==> config.mk <==
export PLATFORM = sky130hd
export DESIGN_NAME = krt_seq
export DESIGN_NICKNAME = d
export VERILOG_FILES = /design/src/hw/rtl/assert_macros.svh /design/src/hw/rtl/krt_pkg.sv /design/src/hw/rtl/krt_seq.sv
export SDC_FILE = /design/constraint.sdc
export NUM_CORES = 1
export LEC_CHECK = 0
export BUFFER_PORTS_ARGS = -buffer_cell sky130_fd_sc_hd__buf_2
export CAP_MARGIN = 20
export CORE_ASPECT_RATIO = 1.4
export CORE_UTILIZATION = 35
export DETAILED_ROUTE_END_ITERATION = 12
export GPL_TIMING_DRIVEN = 0
export MAX_ROUTING_LAYER = met4
export PLACE_DENSITY_LB_ADDON = 0.1
export SLEW_MARGIN = 10
export SYNTH_ARGS = -nofsm -noshare
export SYNTH_HDL_FRONTEND = slang
export SYNTH_SLANG_ARGS = --single-unit
==> constraint.sdc <==
create_clock -name i_clk -period 2.8 [get_ports i_clk]
set_clock_uncertainty 0.05 [all_clocks]
set_input_delay 0.28 -clock i_clk [delete_from_list [all_inputs] [get_ports i_clk]]
set_output_delay 0.28 -clock i_clk [all_outputs]
set_load 0.05 [all_outputs]
==> src/hw/rtl/assert_macros.svh <==
// Assertion macros for the RTL of the record table.
// No dependencies; included by krt_dp, the only module that checks its own logic.
`ifndef ASSERT_MACROS_SVH
`define ASSERT_MACROS_SVH

`ifndef SYNTH
// Same-cycle implication, held off during reset.
`define KRT_ASSERT_IMP(label, clk, rst_n, ante, cons) \
    label: assert property (@(posedge clk) disable iff (!rst_n) (ante) |-> (cons)) \
        else $error("assertion failed");
// Next-cycle implication, held off during reset.
`define KRT_ASSERT_NXT(label, clk, rst_n, ante, cons) \
    label: assert property (@(posedge clk) disable iff (!rst_n) (ante) |=> (cons)) \
        else $error("assertion failed");
`else
`define KRT_ASSERT_IMP(label, clk, rst_n, ante, cons)
`define KRT_ASSERT_NXT(label, clk, rst_n, ante, cons)
`endif

`endif

==> src/hw/rtl/krt_pkg.sv <==
// Package for the keyed record table: sizes, codes, control word and microprogram.
// No dependencies; used by every module of the block except krt_ram.
`timescale 1ns / 1ps

package krt_pkg;

    localparam int CAPACITY = 1024;
    localparam int AW = $clog2(CAPACITY);
    localparam int CW = $clog2(CAPACITY + 1);
    localparam int KW = 32;
    localparam int RW = 3 * KW;
    localparam int EW = 11;

    localparam logic [1:0] CMD_INSERT = 2'd0;
    localparam logic [1:0] CMD_SEARCH = 2'd1;
    localparam logic [1:0] CMD_UPDATE = 2'd2;
    localparam logic [1:0] CMD_DELETE = 2'd3;

    localparam logic [1:0] ST_DONE      = 2'd0;
    localparam logic [1:0] ST_MISSING   = 2'd1;
    localparam logic [1:0] ST_DUPLICATE = 2'd2;
    localparam logic [1:0] ST_FULL      = 2'd3;

    localparam int UPC_W = 4;

    // sequencing modes
    localparam logic [2:0] SQ_NEXT = 3'd0;
    localparam logic [2:0] SQ_GOTO = 3'd1;
    localparam logic [2:0] SQ_IF   = 3'd2;
    localparam logic [2:0] SQ_WAIT = 3'd3;
    localparam logic [2:0] SQ_DISP = 3'd4;

    // branch conditions
    localparam logic [2:0] C_START = 3'd0;
    localparam logic [2:0] C_OFREE = 3'd1;
    localparam logic [2:0] C_FULL  = 3'd2;
    localparam logic [2:0] C_END   = 3'd3;
    localparam logic [2:0] C_NEQ   = 3'd4;
    localparam logic [2:0] C_INS   = 3'd5;
    localparam logic [2:0] C_LAST  = 3'd6;

    localparam logic [1:0] RD_NONE = 2'd0;
    localparam logic [1:0] RD_IDX  = 2'd1;
    localparam logic [1:0] RD_NEXT = 2'd2;

    localparam logic [1:0] WR_NONE = 2'd0;
    localparam logic [1:0] WR_UPD  = 2'd1;
    localparam logic [1:0] WR_MOVE = 2'd2;
    localparam logic [1:0] WR_APP  = 2'd3;

    localparam logic [1:0] CN_HOLD = 2'd0;
    localparam logic [1:0] CN_INC  = 2'd1;
    localparam logic [1:0] CN_DEC  = 2'd2;

    // microprogram addresses
    localparam logic [UPC_W-1:0] U_IDLE = 4'd0;
    localparam logic [UPC_W-1:0] U_CHK  = 4'd1;
    localparam logic [UPC_W-1:0] U_RD   = 4'd2;
    localparam logic [UPC_W-1:0] U_CMP  = 4'd3;
    localparam logic [UPC_W-1:0] U_HIT  = 4'd4;
    localparam logic [UPC_W-1:0] U_DUP  = 4'd5;
    localparam logic [UPC_W-1:0] U_SRCH = 4'd6;
    localparam logic [UPC_W-1:0] U_UPD  = 4'd7;
    localparam logic [UPC_W-1:0] U_SHR  = 4'd8;
    localparam logic [UPC_W-1:0] U_SHW  = 4'd9;
    localparam logic [UPC_W-1:0] U_DEC  = 4'd10;
    localparam logic [UPC_W-1:0] U_INS  = 4'd11;
    localparam logic [UPC_W-1:0] U_FULL = 4'd12;
    localparam logic [UPC_W-1:0] U_MISS = 4'd13;
    localparam logic [UPC_W-1:0] U_MSET = 4'd14;
    localparam logic [UPC_W-1:0] U_FIN  = 4'd15;

    typedef struct packed {
        logic [2:0]       sq;
        logic [2:0]       cond;
        logic [UPC_W-1:0] tgt;
        logic             ld_in;
        logic [1:0]       rd;
        logic [1:0]       wr;
        logic             ix_inc;
        logic [1:0]       cnt;
        logic             set_st;
        logic [1:0]       st;
        logic             ld_found;
        logic             out_ld;
    } t_uctl;

    typedef struct packed {
        logic       start;
        logic       ofree;
        logic       full;
        logic       at_end;
        logic       neq;
        logic       ins;
        logic       last;
        logic [1:0] cmd;
    } t_flags;

    // ld_in, ix_inc and out_ld act only when the step's branch is taken
    function automatic t_uctl uc_rom(input logic [UPC_W-1:0] pc);
        t_uctl u;
        u = '0;
        case (pc)
            U_IDLE: begin
                u.sq = SQ_WAIT; u.cond = C_START; u.tgt = U_CHK; u.ld_in = 1'b1;
            end
            U_CHK: begin
                u.sq = SQ_IF; u.cond = C_FULL; u.tgt = U_FULL;
            end
            U_RD: begin
                u.sq = SQ_IF; u.cond = C_END; u.tgt = U_MISS; u.rd = RD_IDX;
            end
            U_CMP: begin
                u.sq = SQ_IF; u.cond = C_NEQ; u.tgt = U_RD; u.ix_inc = 1'b1;
            end
            U_HIT: begin
                u.sq = SQ_DISP; u.tgt = U_DUP;
            end
            U_DUP: begin
                u.sq = SQ_GOTO; u.tgt = U_FIN; u.set_st = 1'b1; u.st = ST_DUPLICATE;
            end
            U_SRCH: begin
                u.sq = SQ_GOTO; u.tgt = U_FIN; u.ld_found = 1'b1;
            end
            U_UPD: begin
                u.sq = SQ_GOTO; u.tgt = U_FIN; u.wr = WR_UPD;
            end
            U_SHR: begin
                u.sq = SQ_IF; u.cond = C_LAST; u.tgt = U_DEC; u.rd = RD_NEXT;
            end
            U_SHW: begin
                u.sq = SQ_GOTO; u.tgt = U_SHR; u.wr = WR_MOVE; u.ix_inc = 1'b1;
            end
            U_DEC: begin
                u.sq = SQ_GOTO; u.tgt = U_FIN; u.cnt = CN_DEC;
            end
            U_INS: begin
                u.sq = SQ_GOTO; u.tgt = U_FIN; u.wr = WR_APP; u.cnt = CN_INC;
            end
            U_FULL: begin
                u.sq = SQ_GOTO; u.tgt = U_FIN; u.set_st = 1'b1; u.st = ST_FULL;
            end
            U_MISS: begin
                u.sq = SQ_IF; u.cond = C_INS; u.tgt = U_INS;
            end
            U_MSET: begin
                u.sq = SQ_NEXT; u.set_st = 1'b1; u.st = ST_MISSING;
            end
            U_FIN: begin
                u.sq = SQ_WAIT; u.cond = C_OFREE; u.tgt = U_IDLE; u.out_ld = 1'b1;
            end
            default: begin
                u = '0;
            end
        endcase
        return u;
    endfunction

endpackage

==> src/hw/rtl/krt_seq.sv <==
// Microcode sequencer: step counter, control ROM lookup and branch logic.
// Depends on krt_pkg.
`timescale 1ns / 1ps

module krt_seq import krt_pkg::*; (
    input  logic   i_clk,
    input  logic   i_rst_n,
    input  t_flags i_flags,
    output t_uctl  o_uctl,
    output logic   o_go
);

    logic [UPC_W-1:0] r_pc;
    logic [UPC_W-1:0] n_pc;
    t_uctl            u;
    logic             take;

    assign u = uc_rom(r_pc);

    always_comb begin
        case (u.cond)
            C_START: take = i_flags.start;
            C_OFREE: take = i_flags.ofree;
            C_FULL:  take = i_flags.full;
            C_END:   take = i_flags.at_end;
            C_NEQ:   take = i_flags.neq;
            C_INS:   take = i_flags.ins;
            C_LAST:  take = i_flags.last;
            default: take = 1'b0;
        endcase
    end

    always_comb begin
        case (u.sq)
            SQ_NEXT: begin
                n_pc = r_pc + 1'b1;
                o_go = 1'b1;
            end
            SQ_GOTO: begin
                n_pc = u.tgt;
                o_go = 1'b1;
            end
            SQ_IF: begin
                n_pc = take ? u.tgt : r_pc + 1'b1;
                o_go = take;
            end
            SQ_WAIT: begin
                n_pc = take ? u.tgt : r_pc;
                o_go = take;
            end
            SQ_DISP: begin
                n_pc = u.tgt + {{(UPC_W-2){1'b0}}, i_flags.cmd};
                o_go = 1'b1;
            end
            default: begin
                n_pc = U_IDLE;
                o_go = 1'b0;
            end
        endcase
    end

    always_ff @(posedge i_clk) begin
        if (!i_rst_n) begin
            r_pc <= U_IDLE;
        end else begin
            r_pc <= n_pc;
        end
    end

    assign o_uctl = u;

endmodule

==> qor.csv <==
metric;value;unit
via density per instance;5.491;
arrival time reported for the critical path endpoint;2730;ps
number of nets with antenna violations after routing;0;
clock latency reported for the late side of the worst-skew pair;230;ps
IO buf count;34;
mean cell area of the mapped netlist;7.113;um2
number of pins with negative max-slew slack in the final report;0;
number of search-and-repair iterations in the first detailed-routing pass;4;
number of cells on the worst hold path;3;
startpoint of the worst register-to-register path;r_pc[1];
relative area change from synthesis to final layout;28.04;%
boundary pin count;35;
WL per Instance;12.90;um
peak per-stage delay on the critical path;430;ps
biggest regs;r_pc x4;
Total Routed Length;2812;um
Core ar.;0.002698;mm2
number of enable flip-flop cells after synthesis;0;
clock buffers created by TritonCTS;3;
hold endpoint;r_pc[0];
dominant cell by count in the synthesized netlist;sky130_fd_sc_hd__nor2_1;
cell class contributing the biggest share of worst-path delay;compound AO/OA/AOI/OAI gates;
Clock Sink Count;4;
distinct cell type count after synthesis;52;
H-tree depth reported by CTS;1;
dpl cell area;0.001240;mm2
clock tree from TritonCTS;built;
number of antenna cells inserted;0;
clock buffer depth;2;
Largest Register;r_pc;
startpoint type of the worst setup path;flip-flop;
area of the die;0.003129;mm2
timing-limited maximum frequency;0.3775;GHz
number of flip-flops in the largest register;4;
# rows;22;
headroom to the max-slew limit;67.81;%
Synth Net Count;160;
number of setup violations in the final report;0;
required time of the critical path;2880;ps
commonest register cell after synthesis;sky130_fd_sc_hd__dfxtp_1;
YS warnings;0;
routability-driven placement congestion ratio;0.9482;
Finished Core Util;48.28;%
Hold Vio Cnt, Final;0;
Initial Util;37.71;%
Residual DRC;0;
sort of element at the end of the critical path;flip-flop;
slowest stage cell, crit path;sky130_fd_sc_hd__o311ai_4;
Worst-Margin Slew;476.3;ps
final clock period utilization by the worst path;94.60;%
global-route wire length before repair;4629;um
commonest cells in the netlist;sky130_fd_sc_hd__nor2_1, sky130_fd_sc_hd__a21oi_1, sky130_fd_sc_hd__o21ai_0;
instance count of the mapped netlist;143;
maximum number of pins on one net before global-route repair;11;
global-route usage over all layers;20.21;%
count of state elements after synthesis;4;
number of filler instances in the final layout;304;
die outline width;47.56;um
share of post-route cells with drive strength above 1;37.36;%
sequential-to-total area share from yosys stat;7.872;%
number of cells on the worst reg-to-reg path;10;
final period demand of the worst path;2649;ps
Die Y;65.79;um
ordered cell list for the critical path;inv_1 -> ha_1 -> mux2i_1 -> mux2_4 -> mux2i_1 -> o311ai_4 -> buf_4 -> nor2_1 -> a311o_1 -> a31oi_1;
half-perimeter wire length after detailed placement;2262;um
initial antenna violation count;0;
cell area after layout;0.001303;mm2
number of global-route vias before repair;1069;
Crit. path cell count;10;
setup tns final;0;ps
Clock Tree Root;sky130_fd_sc_hd__clkbuf_4;
drt initial violations;24;
worst min-delay path startpoint;i_rst_n;
via count;1197;
dominant cell type by count on the critical path;sky130_fd_sc_hd__mux2i_1;
clock-pin transition on the worst setup and hold timing paths;30;ps
largest area contributor in the netlist;sky130_fd_sc_hd__dfxtp_1;
dominant cells by area after synthesis;sky130_fd_sc_hd__dfxtp_1, sky130_fd_sc_hd__ha_1, sky130_fd_sc_hd__nor2_1;
Max Cap Violations;0;
Async SR Flop Fraction;0;%
total global routing overflow;0;
Setup CP Type;reg -> reg;
result of the run;completed;
critical path peak fanout;5;
share of the synthesized area in the top cell type;7.872;%
NumNets Final;201;
post-synthesis cell area;0.001017;mm2
class of the tightest hold or removal check;in -> reg;
launch point of the critical path;r_pc[1];
Reg2Reg Capture Point;r_pc[2];
worst path buffer plus inverter count;2;
internal reg-to-reg setup slack;150;ps
[routing by layer]
metal,GRT usage [%],wire (um),vias up
li1,-,-,595
met1,24.88,1259,566
met2,34.93,1450,36
met3,2.459,102,0
met4,3.125,0,0
met5,-,0,-
[logic make-up (layout without fill, tap and decap cells)]
group | Yosys count | in the layout | share of synthesized area [%]
AO/OA/AOI/OAI | 49 | 49 | 35.06
flip-flops | 4 | 4 | 7.872
multiplexers | 5 | 5 | 5.412
AND/OR/NAND/NOR | 53 | 53 | 28.29
adder cells (fa/ha/maj) | 7 | 7 | 8.364
buffers and inverters | 23 | 62 | 13.28
XOR/XNOR | 2 | 2 | 1.722
[cells in the final DEF, fill, tap and decap left out, types with 4 or more instances in the layout]
cell                       Yosys  layout
sky130_fd_sc_hd__nor3_1        8       7
sky130_fd_sc_hd__inv_1         9       9
sky130_fd_sc_hd__a21oi_1      10      10
sky130_fd_sc_hd__buf_2         1      36
sky130_fd_sc_hd__o21ai_1       4       4
sky130_fd_sc_hd__nand2b_1      4       4
sky130_fd_sc_hd__nand2_1       9       9
sky130_fd_sc_hd__ha_1          6       5
sky130_fd_sc_hd__nor2_1       17      16
sky130_fd_sc_hd__mux2i_1       4       4
sky130_fd_sc_hd__buf_6         5       5
sky130_fd_sc_hd__o31ai_1       4       4
sky130_fd_sc_hd__o21ai_0      10      10
[cell type report]
| type | count | area (um2) | share of cell area, % |
|---|---|---|---|
| buffer | 12 | 96.34 | 7.397 |
| timing repair buffer | 36 | 185.2 | 14.22 |
| sequential | 4 | 81.33 | 6.244 |
| tap | 36 | 45.04 | 3.458 |
| clock buffer | 3 | 22.52 | 1.729 |
| inverter | 11 | 41.29 | 3.170 |
| multi-input combinational | 116 | 830.8 | 63.78 |
[timing repair]
action	CTS	global route
hold buffers	0	0
pin swaps	0	1
setup buffers	0	2
gates resized for setup	1	9
setup endpoints to repair	1	6
[how the worst max path moves through the flow]
stage	to	slack, ps
2_1_floorplan	r_pc[1]	7
3_3_place_gp	r_pc[2]	80
3_5_place_dp	r_pc[2]	-10
4_1_cts	r_pc[2]	40
5_1_grt	o_go	-2
6_report	r_pc[2]	150
[worst register-to-register path, stage by stage, from the launching register on]
cell                       delay, ps
sky130_fd_sc_hd__dfxtp_1         330
sky130_fd_sc_hd__inv_1           110
sky130_fd_sc_hd__ha_1            320
sky130_fd_sc_hd__mux2i_1         120
sky130_fd_sc_hd__mux2_4          300
sky130_fd_sc_hd__mux2i_1         160
sky130_fd_sc_hd__o311ai_4        430
sky130_fd_sc_hd__buf_4           190
sky130_fd_sc_hd__nor2_1           30
sky130_fd_sc_hd__a311o_1         310
sky130_fd_sc_hd__a31oi_1         190
[per-stage QoR]
step / setup WS, ps / instances / hold slack, ps
floorplan: 6.670 / 143 / 368.3
global placement: 80.93 / 213 / 522.5
detailed placement: -14.70 / 213 / 543.1
CTS: 35.55 / 216 / 301.0
global route: -2.169 / 218 / 321.5
finish: 151.1 / 218 / 303.3
Power is left out: the tool's default activity adds up to more than one toggle a clock period on the data nets, which glitch-free logic cannot reach.
